## src/sv/csi_pkg.sv

```systemverilog
`timescale 1ns / 1ps
// ----------------------------------------------------------------------------
// csi_pkg: shared types and constants of the chirp test-signal injector
// Holds the state codes, clamp limits and the sine table generator.
// ----------------------------------------------------------------------------
package csi_pkg;

	localparam int SineLutDepthDefault = 1024;

	localparam logic [2:0] ST_OFF  = 3'd0;
	localparam logic [2:0] ST_WAIT = 3'd1;
	localparam logic [2:0] ST_INIT = 3'd2;
	localparam logic [2:0] ST_RUN  = 3'd3;
	localparam logic [2:0] ST_DONE = 3'd4;

	localparam logic [25:0] DUR_MIN = 26'd655;
	localparam logic [25:0] DUR_MAX = 26'd65536000;

	localparam logic [2:0] CFG_SWEEP_MODE = 3'd0;
	localparam logic [2:0] CFG_TARGET     = 3'd1;
	localparam logic [2:0] CFG_DURATION   = 3'd2;
	localparam logic [2:0] CFG_FREQ_BEGIN = 3'd3;
	localparam logic [2:0] CFG_FREQ_END   = 3'd4;
	localparam logic [2:0] CFG_FREQ_RAMP  = 3'd5;
	localparam logic [2:0] CFG_AMP_BEGIN  = 3'd6;
	localparam logic [2:0] CFG_AMP_END    = 3'd7;

	localparam logic [63:0] Q30_ONE     = 64'd1 << 30;
	localparam logic [63:0] HALF_PI_Q30 = 64'd1686629713;

	// Command and status between sequencer and arithmetic unit
	typedef struct packed {
		logic        start;
		logic [16:0] pct;
		logic [15:0] ramp;
	} pow_cmd_t;

	typedef struct packed {
		logic        busy;
		logic        done;
		logic [16:0] result;
	} pow_sts_t;

	// Sine table entry, Q1.16 signed, evaluated at elaboration
	function automatic logic signed [17:0] sine_entry(input int unsigned i, input int depth);
		logic [31:0] a;
		logic [1:0]  quad;
		logic [63:0] r;
		logic [63:0] th;
		logic [63:0] term;
		logic [63:0] s;
		logic signed [63:0] sum;
		a = 32'((64'(i) << 32) / 64'(depth));
		quad = a[31:30];
		r = 64'(a[29:0]);
		if (quad[0])
			r = Q30_ONE - r;
		th = (r * HALF_PI_Q30) >> 30;
		term = th;
		sum = $signed(th);
		for (int k = 1; k <= 7; k++) begin
			term = (((term * th) >> 30) * th) >> 30;
			term = term / 64'((2 * k) * (2 * k + 1));
			if (k % 2 == 1)
				sum = sum - $signed(term);
			else
				sum = sum + $signed(term);
		end
		if (sum < 0)
			sum = 0;
		s = (64'(sum) + 64'd8192) >> 14;
		if (s > 64'd65536)
			s = 64'd65536;
		return quad[1] ? -$signed(18'(s)) : $signed(18'(s));
	endfunction

endpackage

```

## src/sv/csi_pow.sv

```systemverilog
`timescale 1ns / 1ps
// ----------------------------------------------------------------------------
// csi_pow: iterative pct^ramp unit
// Integer power by repeated products, fraction bits by repeated bit-serial
// square roots, all on one shared multiplier and one root datapath.
// ----------------------------------------------------------------------------
module csi_pow (
	input  logic             clk,
	input  logic             arst_n,
	input  csi_pkg::pow_cmd_t cmd,
	output csi_pkg::pow_sts_t sts
);
	import csi_pkg::*;

	localparam logic [1:0] P_IDLE = 2'd0;
	localparam logic [1:0] P_INT  = 2'd1;
	localparam logic [1:0] P_SQRT = 2'd2;
	localparam logic [1:0] P_MUL  = 2'd3;

	logic [1:0]  st_q;
	logic [3:0]  cnt_q;      // integer power count, then fraction bit index
	logic [11:0] frac_q;
	logic [31:0] x_q;        // Q2.30 base
	logic [31:0] acc_q;      // Q2.30 accumulator
	logic [31:0] s_q;        // current root
	logic [31:0] root_q;
	logic [4:0]  rbit_q;     // root bit position
	logic        done_q;

	// shared multiplier operand
	logic [31:0] mul_b;
	logic [63:0] prod;
	assign mul_b = (st_q == P_INT) ? x_q : root_q;
	assign prod = 64'(acc_q) * 64'(mul_b);

	// one restoring square-root step: radicand s<<30 is 62 bits, root 31 bits
	logic [63:0] trial;
	logic [31:0] cand;
	assign cand = root_q | (32'd1 << rbit_q);
	assign trial = 64'(cand) * 64'(cand);

	logic [61:0] rad_full;
	assign rad_full = {s_q[31:0], 30'd0};

	always_ff @(posedge clk or negedge arst_n) begin
		if (!arst_n) begin
			st_q   <= P_IDLE;
			done_q <= 1'b0;
			cnt_q  <= '0;
			rbit_q <= '0;
		end else begin
			done_q <= (st_q == P_MUL) && (cnt_q == 4'd0);
			unique case (st_q)
				P_IDLE: begin
					if (cmd.start) begin
						s_q    <= 32'({cmd.pct, 14'd0});
						x_q    <= 32'({cmd.pct, 14'd0});
						acc_q  <= 32'(Q30_ONE);
						cnt_q  <= cmd.ramp[15:12];
						frac_q <= cmd.ramp[11:0];
						st_q   <= P_INT;
					end
				end
				P_INT: begin
					if (cnt_q != 4'd0) begin
						acc_q <= 32'(prod >> 30);
						cnt_q <= cnt_q - 4'd1;
					end else begin
						cnt_q  <= 4'd11;
						root_q <= '0;
						rbit_q <= 5'd30;
						st_q   <= P_SQRT;
					end
				end
				P_SQRT: begin
					if (64'(trial) <= 64'(rad_full))
						root_q <= cand;
					if (rbit_q == 5'd0) begin
						st_q <= P_MUL;
					end else begin
						rbit_q <= rbit_q - 5'd1;
					end
				end
				default: begin
					s_q <= root_q;
					if (frac_q[cnt_q])
						acc_q <= 32'(prod >> 30);
					if (cnt_q == 4'd0) begin
						st_q <= P_IDLE;
					end else begin
						cnt_q  <= cnt_q - 4'd1;
						root_q <= '0;
						rbit_q <= 5'd30;
						st_q   <= P_SQRT;
					end
				end
			endcase
		end
	end

	assign sts.busy   = (st_q != P_IDLE);
	assign sts.done   = done_q;
	assign sts.result = 17'(acc_q >> 14);

	a_done_idle: assert property (@(posedge clk) disable iff (!arst_n)
		done_q |-> st_q == P_IDLE) else $error("pow done while busy");
	a_start_idle: assert property (@(posedge clk) disable iff (!arst_n)
		(cmd.start && st_q == P_IDLE) |=> st_q == P_INT) else $error("pow start lost");
	a_root_bit: assert property (@(posedge clk) disable iff (!arst_n)
		st_q == P_SQRT |-> rbit_q <= 5'd30) else $error("root bit out of range");
endmodule

```

## config.mk

```make
export PLATFORM = sky130hd
export DESIGN_NAME = csi_pow
export DESIGN_NICKNAME = d
export VERILOG_FILES = /design/src/sv/csi_pkg.sv /design/src/sv/csi_pow.sv
export SDC_FILE = /design/constraint.sdc
export NUM_CORES = 2
export LEC_CHECK = 0
export ABC_AREA = 1
export BUFFER_PORTS_ARGS = -buffer_cell sky130_fd_sc_hd__buf_2
export CORE_MARGIN = 2
export CORE_UTILIZATION = 60
export DETAILED_ROUTE_END_ITERATION = 12
export PLACE_DENSITY = 0.76
export SETUP_SLACK_MARGIN = 0.4
export SLEW_MARGIN = 20
export SYNTH_ARGS = -nofsm -noshare
export SYNTH_HDL_FRONTEND = slang
export SYNTH_SLANG_ARGS = --single-unit
```

## constraint.sdc

```tcl
create_clock -name clk -period 22.9 [get_ports clk]
set_input_delay 1.145 -clock clk [delete_from_list [all_inputs] [get_ports clk]]
set_output_delay 1.145 -clock clk [all_outputs]
set_load 0.03 [all_outputs]
```

==> summary.txt <==
Status = completed
Post-cts sizing count = 0
Synth Cell Area = 68920 µm²
Final hold slack = 0.6087 ns
Primary FF master, synth = edfxtp_1
Antenna viol nets, final = 0
Die Y = 342.9 µm
Syn nets = 10540
DRC = 0
Period utilization = 0.5034
Share of cells above drive strength 1 = 0.04185
CP Buf/Inv Count = 7
MaxCap Viol Count = 0
Die extent in x = 342.9 µm
Postcts setup bufs = 0
Final Max Slew Viols = 0
Total Routed Length = 207000 µm
Clock transition at path regs = 0.08 ns
Hold_sp = cnt_q[3]
Fmax = 0.08674 GHz
IO Pins = 55
Worst setup startpoint = rbit_q[4]
M1 GR Usage = 0.4905
CTS H-tree lvls = 4
Cells after DPL = 9604
Layout Nets = 10400
CTS buffer count = 17
Die Area = 117600 µm²
Netlist cell types = 63
GR Util met3 = 0.09270
Hold Crit Class = flip-flop to flip-flop
Seq/Total Area, Yosys = 0.05882
Crit path max fanout = 25
Slowest Stage Delay on Critical Path = 0.86 ns
Kind of critical path = flip-flop to flip-flop
Worst EP arrival = 11.65 ns
1st-pass router iterations = 8
Pin count of the biggest net entering global routing = 57
Final setup fails = 0
Core Footprint = 114200 µm²
WL/cell = 21.47 µm
Layout Skew = 0.01943 ns
Post-synthesis cell count = 8252
Vias per cell = 5.566
Yosys top cell by area = fa_1
Routability cong. = 1.059
Post-synthesis register bit count = 137
GRT busiest layer = met2
Tightest Pin Transition = 1.193 ns
Clk Latency, worst-skew pair = 0.47 ns
Vias = 53660
Hold_buf cts = 0
Final Hold Fails = 0
Crit. End Element = flip-flop
Vias in the first global route = 58170
Relative slew slack = 0.2048
Fin crit period = 11.53 ns
Synth top area cells = fa_1 49%, inv_1 13%, ha_1 10%, nand2_1 9.8%, edfxtp_1 5.4%
Yosys top cell area share = 0.4944
Top Family by Delay on Critical Path = adder cells
Startpoint types = flip-flop
EDFF count, synth = 125
CTS tree = yes
Placed Area = 70720 µm²
RSZ-0062 raised after global routing = false
Setup tns final = 0 ns
Port Buffer Count = 54
Fillers = 9797
Yosys warning count = 0
Initial Util = 0.6036
R2R Path Start = rbit_q[4]
Area grow syn2layout = 3.498%
Most common cell in the netlist = inv_1
GR Util met2 = 0.5732
Num rows = 124
Longest Clk Path Bufs = 2
Commonest cells post-synth = 2422 x inv_1, 1806 x nand2_1, 1702 x fa_1
Finished Layout Cells = 9641
First-pass GRT wire length = 327200 µm
Mean Syn Cell Area = 8.352 µm²
Initial DRC Count = 4874
Cell area after layout = 71330 µm²
Root Driver = clkbuf_16
Clock sink count = 137
Post-synthesis async set-or-reset flop share = 0.08759
Critical Path Most Common Cell = fa_1
Global Route Usage Sum = 0.3691
Initial antenna violation count = 7
Slowest CP cell = a211oi_1
Post-DP HPWL = 167800 µm
Worst Path Required = 23.02 ns
Gr ovfl total = 0
==> layer usage <==
layer  routed length (µm)  vias to the layer above
li1                     -                    23180
met1                77950                    26870
met2                93600                     2947
met3                23590                      657
met4                11800                        6
met5                   34                        -
==> stage by stage <==
stage	setup WS [ns]	utilization
after floorplan	13.52	-
after global placement	11.80	0.6193
after detailed placement	11.66	0.6193
after CTS	11.60	0.6246
after global routing	10.69	0.6246
final	11.37	0.6247
==> area by class of cell <==
cell class	count	area (µm²)	area share
Clock inverter	15	177.7	0.002491
Tap cell	1512	1892	0.02652
Antenna cell	5	12.51	0.0001754
Sequential cell	137	4054	0.05683
Clock buffer	17	425.4	0.005964
Inverter	2438	9159	0.1284
Multi-Input combinational cell	5352	54510	0.7641
Timing Repair Buffer	165	1104	0.01547
==> registers in the layout, summed over array words and instances (netlist names) <==
signal / flops
rbit_q: 5
frac_q: 12
x_q: 17
done_q: 1
s_q: 32
st_q: 2
root_q: 32
cnt_q: 4
acc_q: 32
==> worst paths after layout <==
path                             end  slack (ns)  cells past startpoint
min in group asynchronous  rbit_q[4]        0.62                      1
max reg2reg                root_q[9]       11.37                     35
min                           done_q        0.61                      3
min reg2reg                   done_q        0.61                      3
max                        root_q[9]       11.37                     35
max in group asynchronous   cnt_q[2]       21.95                      1
==> tightest hold or removal path, delay by kind of cell (launching register included) <==
kind / cells / cell delay, ns
simple gates: 3 / 0.22
flops: 1 / 0.36
==> placed cells by master, fill, tap and decap left out, types with 11 or more instances in the layout <==
master / n
clkbuf_16: 17
o21ai_1: 11
a21oi_1: 198
or2_2: 18
o21ai_2: 22
xor2_1: 43
o21a_1: 16
nand2_1: 1806
nand4_1: 23
ha_1: 547
edfxtp_1: 125
buf_4: 111
xnor2_1: 25
nor3_1: 27
nor2_2: 22
nor2_1: 547
nand3_1: 85
dfrtp_1: 12
fa_1: 1702
inv_1: 2421
o21bai_1: 13
nand2_2: 24
buf_2: 54
o21ai_0: 106
a31oi_1: 21
==> kinds of logic (layout without fill, tap and decap cells) <==
kind of cell | count (synthesis) | after routing | share of synthesized area
buffers and inverters | 2763 | 2635 | 0.1524
and+or+nand+nor | 2587 | 2587 | 0.1485
adders and majority gates | 2251 | 2251 | 0.5940
AOI/OAI and AO/OA | 445 | 445 | 0.03738
DFF | 137 | 137 | 0.05882
xor gates and xnor gates | 68 | 68 | 0.008641
muxes | 1 | 1 | 0.0001634
other | 0 | 5 | 0
Power is not shown: default switching activity piles up to over one toggle a cycle in this logic, so the estimate is an artifact.
