--- src/sv/csi_div.sv ---
`timescale 1ns / 1ps
// ----------------------------------------------------------------------------
// csi_div: restoring divider for the elapsed fraction
// One quotient bit a cycle; quotient of (elapsed<<16)/d saturated to 65536.
// ----------------------------------------------------------------------------
module csi_div (
	input  logic        clk,
	input  logic        arst_n,
	input  logic        start,
	input  logic [31:0] elapsed,
	input  logic [25:0] divisor,
	output logic        done,
	output logic [16:0] quot
);
	logic [47:0] num_q;
	logic [26:0] rem_q;
	logic [47:0] q_q;
	logic [5:0]  cnt_q;
	logic        busy_q;
	logic        done_q;
	logic [26:0] rem_sh;
	assign rem_sh = {rem_q[25:0], num_q[47]};

	always_ff @(posedge clk or negedge arst_n) begin
		if (!arst_n) begin
			busy_q <= 1'b0;
			done_q <= 1'b0;
			cnt_q  <= '0;
		end else begin
			done_q <= busy_q && (cnt_q == 6'd1);
			if (start && !busy_q) begin
				num_q  <= {elapsed, 16'd0};
				rem_q  <= '0;
				q_q    <= '0;
				cnt_q  <= 6'd48;
				busy_q <= 1'b1;
			end else if (busy_q) begin
				num_q <= {num_q[46:0], 1'b0};
				if (rem_sh >= {1'b0, divisor}) begin
					rem_q <= rem_sh - {1'b0, divisor};
					q_q   <= {q_q[46:0], 1'b1};
				end else begin
					rem_q <= rem_sh;
					q_q   <= {q_q[46:0], 1'b0};
				end
				cnt_q <= cnt_q - 6'd1;
				if (cnt_q == 6'd1)
					busy_q <= 1'b0;
			end
		end
	end

	assign done = done_q;
	assign quot = (q_q > 48'd65536) ? 17'd65536 : q_q[16:0];
endmodule
--- config.mk ---
export PLATFORM = sky130hd
export DESIGN_NAME = csi_div
export DESIGN_NICKNAME = d
export VERILOG_FILES = /design/src/sv/csi_div.sv
export SDC_FILE = /design/constraint.sdc
export NUM_CORES = 1
export LEC_CHECK = 0
export BUFFER_PORTS_ARGS = -buffer_cell sky130_fd_sc_hd__buf_2
export CAP_MARGIN = 20
export CORE_MARGIN = 2
export CORE_UTILIZATION = 55
export CTS_BUF_LIST = sky130_fd_sc_hd__clkbuf_2 sky130_fd_sc_hd__clkbuf_4 sky130_fd_sc_hd__clkbuf_8
export DETAILED_ROUTE_END_ITERATION = 10
export PLACE_DENSITY = 0.79
export SYNTH_ARGS = -nofsm -noshare
export SYNTH_HDL_FRONTEND = slang
export SYNTH_SLANG_ARGS = --single-unit
--- constraint.sdc ---
create_clock -name clk -period 3.4 [get_ports clk]
set_input_delay 0.68 -clock clk [delete_from_list [all_inputs] [get_ports clk]]
set_output_delay 0.68 -clock clk [all_outputs]
set_load 0.01 [all_outputs]
==> metrics.cfg, run 1 <==
[setup_path]
worst_ep_required_time_ns = 3.59
worst-setup-path-type = reg -> reg
worst_path_fanout_max = 3
worstPathCellList = inv_1 -> ha_1 -> inv_1 -> fa_1 -> a211o_1 -> a2111oi_4 -> o31ai_1 -> a21o_1 -> a21o_1 -> a221oi_2 -> xnor2_1 -> nand3_1 -> o211ai_2
critical_path_arrival_ns = 3.35
peak_per_stage_delay_on_the_critical_path_ns = 0.39
rrSetupSlack_ns = 0.24
regToRegEndpoint = rem_q[24]$_SDFFCE_PP0P_
r2r.worst_path.cells = 13
crit-reg2reg-launch = num_q[47]$_DFFE_PP_
critical_path.endpoint_type = register
crit_path_top_delay_cell = fa_1
setup.worst_path.start_class = register

[cells_and_area]
layout.nets = 919
leading_cell_type_in_the_layout_fill_and_taps_excluded = edfxtp_1
drive_gt1_frac = 0.185
most-common-layout-cells = edfxtp_1, nand2_1, buf_2, o21ai_0, nand2b_1
final_standard_cell_area_without_fillers_sq_um = 8700
post-route-util = 0.651
flow.area_growth_from_synthesis_pct = 14.5
insertedDiodeCount = 0
non_filler_cells_in_the_finished_layout = 1018

[clocking]
cts.sink_count = 130
cts.repair_timing.setup_buffer_count = 0
cts_htree_levels = 4
cts_inserted_buffers = 17
clock-root-buffer = clkbuf_8
cts.clk_slew.worst_paths_ns = 0.09
cts_tree = built
worst_skew_pair.late_latency_ns = 0.45
ctsLongestPathBuffers = 2

[timing]
setup_violations = 0
timing.final.hold_violations = 0
clock-skew-final_ns = 0.0199
worst_slew_margin_rel = 0.498
finalCritPeriodShare = 0.929
grt_setup_unrepaired = false
timing_worst_slew_pin_value_ns = 0.753
clock.fmax_mhz = 316
setup-tns-final_ns = 0
minimum_hold_slack_ns = 0.262
worst_slack_ns = 0.240
finalWorstPathRequiredPeriod_ns = 3.16
maxSlewViolCount = 0

[floorplan]
fp.dieArea_sq_um = 14800
io_pins = 79
start_util = 0.569
die_h_microns = 121
std_cell_rows = 42
core_box_area_sq_um = 13300
die_width_microns = 121

[route]
drt-total-wl_mm = 15.6
routed_wire_length_per_instance_microns = 15.3
drt_first_iter_violations = 544
vias_per_cell = 5.77
vias = 5870
drc = 0
drt.antenna.violating_nets = 0
detailedRoute.firstPassIterationCount = 5

[synthesis]
synth.cell_area_sq_um = 7590
synth-warning-count = 0
netlist_top_cells_area = edfxtp_1, nand2_1, nand2b_1
synth_edf_count = 122
synth.net_count = 845
async_reset_ff_frac = 0.0615
post_synth.cell_area_avg_sq_um = 10.1
synth_top_flop_cell = edfxtp_1
synthDistinctLibCells = 53
yosysSeqAreaShare = 0.509
synth_cells = 755
synth_top_cell_area_share = 0.483
synth_top_cell_by_area = edfxtp_1
ys_ff_latch = 130

[run]
timing.max_cap.violations = 0

[global_routing]
first_global_vias = 5493
grt_pass1_wl_mm = 25.9
antenna_found_initial = 1
overflow = 0
grt_start_max_net_pins = 141
global_route.usage.total = 0.220

[placed_design]
pre_cts_slack_ns = -0.238
numPortBuffers = 78
post_dp_cell_area_sq_um = 8230
gp_congestion = 0.963
place.detailed.hpwl_mm = 10.0
dp.cells = 986

[power_and_ir_drop]
totalPowerFinal_mw = 7.12
power_density_nw_per_um2 = 819
leakage_nw = 3.62
vdd_ir_drop_max_mv = 0.467

[hold_path]
min_path_type = in -> async

[status]
result_of_the_run = completed

## worst max path at each step
stage               slack (ns)  depth (start not counted)                start                       to
floorplan                 0.05                         12           divisor[0]  rem_q[24]$_SDFFCE_PP0P_
global placement         -0.18                         13           divisor[0]  rem_q[24]$_SDFFCE_PP0P_
detailed placement       -0.24                         13           divisor[0]  rem_q[24]$_SDFFCE_PP0P_
CTS                       0.05                         13  num_q[47]$_DFFE_PP_  rem_q[24]$_SDFFCE_PP0P_
global route              0.06                         13  num_q[47]$_DFFE_PP_  rem_q[24]$_SDFFCE_PP0P_
finish                    0.24                         13  num_q[47]$_DFFE_PP_  rem_q[24]$_SDFFCE_PP0P_
## timing repair
action | in CTS | in global routing
setup endpoints to repair | 0 | 1
hold buffers | 0 | 0
gates resized for setup | 0 | 3
## where the power goes
part,switching [mW],internal (mW)
combinational,1.55,1.42
clock,0.673,0.792
sequential,0.327,2.35
## synth_stat cells, drive strengths merged, types with 6 or more instances
cell    instances
xnor2          13
nand3          26
xor2           10
o211ai         24
ha             28
and2           18
edfxtp        122
nor4           11
o21ai          74
nor3            6
buf             9
a21oi          21
clkbuf         39
inv            34
nand4           8
dfrtp           8
nor2           21
nand2         121
a21o           14
nand2b         66
a22o           34
## state kept, by name, indices dropped and copies added, names as in the netlist
register / flops
num_q: 48
q_q: 48
rem_q: 26
cnt_q: 6
busy_q: 1
done: 1
## logic make-up after synthesis
| family | Yosys count | share of synthesized area |
|---|---|---|
| mux | 4 | 0.00544 |
| compound gates | 197 | 0.178 |
| buf+inv | 82 | 0.0445 |
| xor+xnor | 23 | 0.0265 |
| flops | 130 | 0.509 |
| fa+ha+maj | 29 | 0.0488 |
| simple gates | 290 | 0.188 |
## cell type report
class,count,area [sq um]
clock buffer,20,269
clock inverter,12,171
fill,1087,4650
inverter,34,128
multi-input combinational,543,3420
sequential,130,3870
tap,176,220
timing repair buffer,103,618
## layer usage
layer / vias to the layer above / share of wire / track usage
met1: 2844 / 0.47 / 0.311
met5: - / 0.00084 / 0
met4: 2 / 0.015 / 0.0769
met2: 121 / 0.47 / 0.336
met3: 23 / 0.041 / 0.0465
li1: 2880 / - / -
## critical path, delay by kind of cell, from the launching register on
| kind | cells | cell delay (ns) |
|---|---|---|
| compound gates | 7 | 1.65 |
| flops | 1 | 0.37 |
| fa+ha+maj | 2 | 0.56 |
| simple gates | 1 | 0.09 |
| buf+inv | 2 | 0.15 |
| xor+xnor | 1 | 0.09 |
Note: power is estimated with default switching activity, not from simulation.
==> inputs of run 2 (changes only) <==
--- a/config.mk
+++ b/config.mk
@@ -12,6 +12,7 @@
 export CTS_BUF_LIST = sky130_fd_sc_hd__clkbuf_2 sky130_fd_sc_hd__clkbuf_4 sky130_fd_sc_hd__clkbuf_8
 export DETAILED_ROUTE_END_ITERATION = 10
 export PLACE_DENSITY = 0.79
+export SKIP_CTS_REPAIR_TIMING = 1
 export SYNTH_ARGS = -nofsm -noshare
 export SYNTH_HDL_FRONTEND = slang
 export SYNTH_SLANG_ARGS = --single-unit
==> constraint.sdc (replaced) <==
create_clock -name clk -period 3.4 [get_ports clk]
set_input_delay 0.34 -clock clk [delete_from_list [all_inputs] [get_ports clk]]
set_output_delay 0.34 -clock clk [all_outputs]
set_load 0.01 [all_outputs]
==> metrics.cfg, run 2 (synthesis gave the netlist of run 1 again) <==
[timing]
clock-skew-final_ns = 0.00917
setup_violations = 0
finalWorstPathRequiredPeriod_ns = 3.28
worst_slew_margin_rel = 0.538
timing_worst_slew_pin_value_ns = 0.692
timing.final.hold_violations = 0
maxSlewViolCount = 0
finalCritPeriodShare = 0.965
minimum_hold_slack_ns = 0.173
clock.fmax_mhz = 305

[cells_and_area]
most-common-layout-cells = edfxtp_1, nand2_1, buf_2, o21ai_0, nand2b_1
flow.area_growth_from_synthesis_pct = 12.4
insertedDiodeCount = 0
reg_top3 = num_q (48), q_q (48), rem_q (26)
layout.nets = 906
leading_cell_type_in_the_layout_fill_and_taps_excluded = edfxtp_1
drive_gt1_frac = 0.174

[clocking]
cts_tree = built
clock-root-buffer = clkbuf_8
cts_htree_levels = 4
cts.clk_slew.worst_paths_ns = 0.08
worst_skew_pair.late_latency_ns = 0.44
cts_inserted_buffers = 17
ctsLongestPathBuffers = 2
cts.sink_count = 130

[floorplan]
start_util = 0.569
std_cell_rows = 42
io_pins = 79
die_h_microns = 121
die_width_microns = 121
fp.dieArea_sq_um = 14800
core_box_area_sq_um = 13300

[power_and_ir_drop]
leakage_nw = 3.52
totalPowerFinal_mw = 6.87
vdd_ir_drop_max_mv = 0.430
power_density_nw_per_um2 = 805

[global_routing]
antenna_found_initial = 0
global_route.usage.total = 0.220
overflow = 0
first_global_vias = 5565
grt_start_max_net_pins = 82
grt_pass1_wl_mm = 26.1

[setup_path]
critical_path.endpoint_type = register
worstPathCellList = inv_1 -> ha_1 -> inv_1 -> fa_1 -> a211o_1 -> a2111oi_4 -> o31ai_2 -> a21o_1 -> a21o_1 -> a221oi_2 -> xnor2_1 -> nand3_1 -> o211ai_2
worst_ep_required_time_ns = 3.59
crit_path_top_delay_cell = fa_1
largest_delay_share_family_worst_path = compound AO/OA/AOI/OAI gates
peak_per_stage_delay_on_the_critical_path_ns = 0.42
setup.worst_path.start_class = register
r2r.worst_path.cells = 13
worst-setup-path-type = reg -> reg
critical_path_arrival_ns = 3.47
path_buf_inv = 2
cp_num_cells = 13
worst_path_fanout_max = 3

[route]
drt_first_iter_violations = 476
drt-total-wl_mm = 15.6
drt.antenna.violating_nets = 0
vias_per_cell = 5.79
routed_wire_length_per_instance_microns = 15.5
vias = 5816
detailedRoute.firstPassIterationCount = 5
drc = 0

[status]
result_of_the_run = completed

[placed_design]
gp_congestion = 0.903
place.detailed.hpwl_mm = 10.2
numPortBuffers = 78

[run]
timing.max_cap.violations = 0

[hold_path]
min_path_type = in -> reg
worstHoldPathCells = 2

-- run 2: worst reg2reg max path: stages, from the launching register on --
cell and delay (ns):
edfxtp_1 0.36, inv_1 0.08, ha_1 0.16, inv_1 0.06
fa_1 0.42, a211o_1 0.35, a2111oi_4 0.35, o31ai_2 0.14
a21o_1 0.19, a21o_1 0.24, a221oi_2 0.33, xnor2_1 0.13
nand3_1 0.13, o211ai_2 0.10
-- run 2: layout make-up --
| class | count | area (sq um) |
|---|---|---|
| clock inverter | 12 | 133 |
| multi-input combinational | 543 | 3430 |
| tap | 176 | 220 |
| fill | 1099 | 4810 |
| sequential | 130 | 3870 |
| inverter | 34 | 128 |
| clock buffer | 20 | 263 |
| timing repair buffer | 90 | 495 |
-- run 2: metrics by stage --
stage / setup TNS, ns / util / worst slack (ns) / cells / area [sq um]
floorplan: 0 / - / 0.314 / 755 / 7590
global placement: 0 / 0.608 / 0.116 / 973 / 8110
detailed placement: -0.0504 / 0.608 / -0.0504 / 973 / 8110
CTS: -0.0718 / 0.637 / -0.0718 / 1005 / 8500
global route: -0.0404 / 0.639 / -0.0404 / 1005 / 8530
finish: 0 / 0.639 / 0.119 / 1005 / 8530
-- run 2: layer usage --
metal | track usage | wire length [microns] | share of wire
met1 | 0.306 | 7190 | 0.46
met2 | 0.349 | 7320 | 0.47
met3 | 0.0470 | 879 | 0.056
met4 | 0.0668 | 190 | 0.012
met5 | 0 | 0 | 0
-- run 2: worst paths after layout --
path | start | to | slack [ns]
setup / recovery | num_q[47]$_DFFE_PP_ | rem_q[24]$_SDFFCE_PP0P_ | 0.12
hold / removal | elapsed[25] | num_q[41]$_DFFE_PP_ | 0.17
setup reg to reg | num_q[47]$_DFFE_PP_ | rem_q[24]$_SDFFCE_PP0P_ | 0.12
hold reg to reg | cnt_q[5]$_DFFE_PN0N_ | cnt_q[5]$_DFFE_PN0N_ | 0.52
max in group asynchronous | arst_n | busy_q$_DFF_PN0_ | 2.65
min in group asynchronous | arst_n | cnt_q[0]$_DFFE_PN0N_ | 0.34
-- run 2: report_power, final --
group,switching (mW),internal (mW),leakage [nW]
registers,0.324,2.35,1.29
clock network,0.639,0.689,0.196
logic,1.55,1.31,2.03
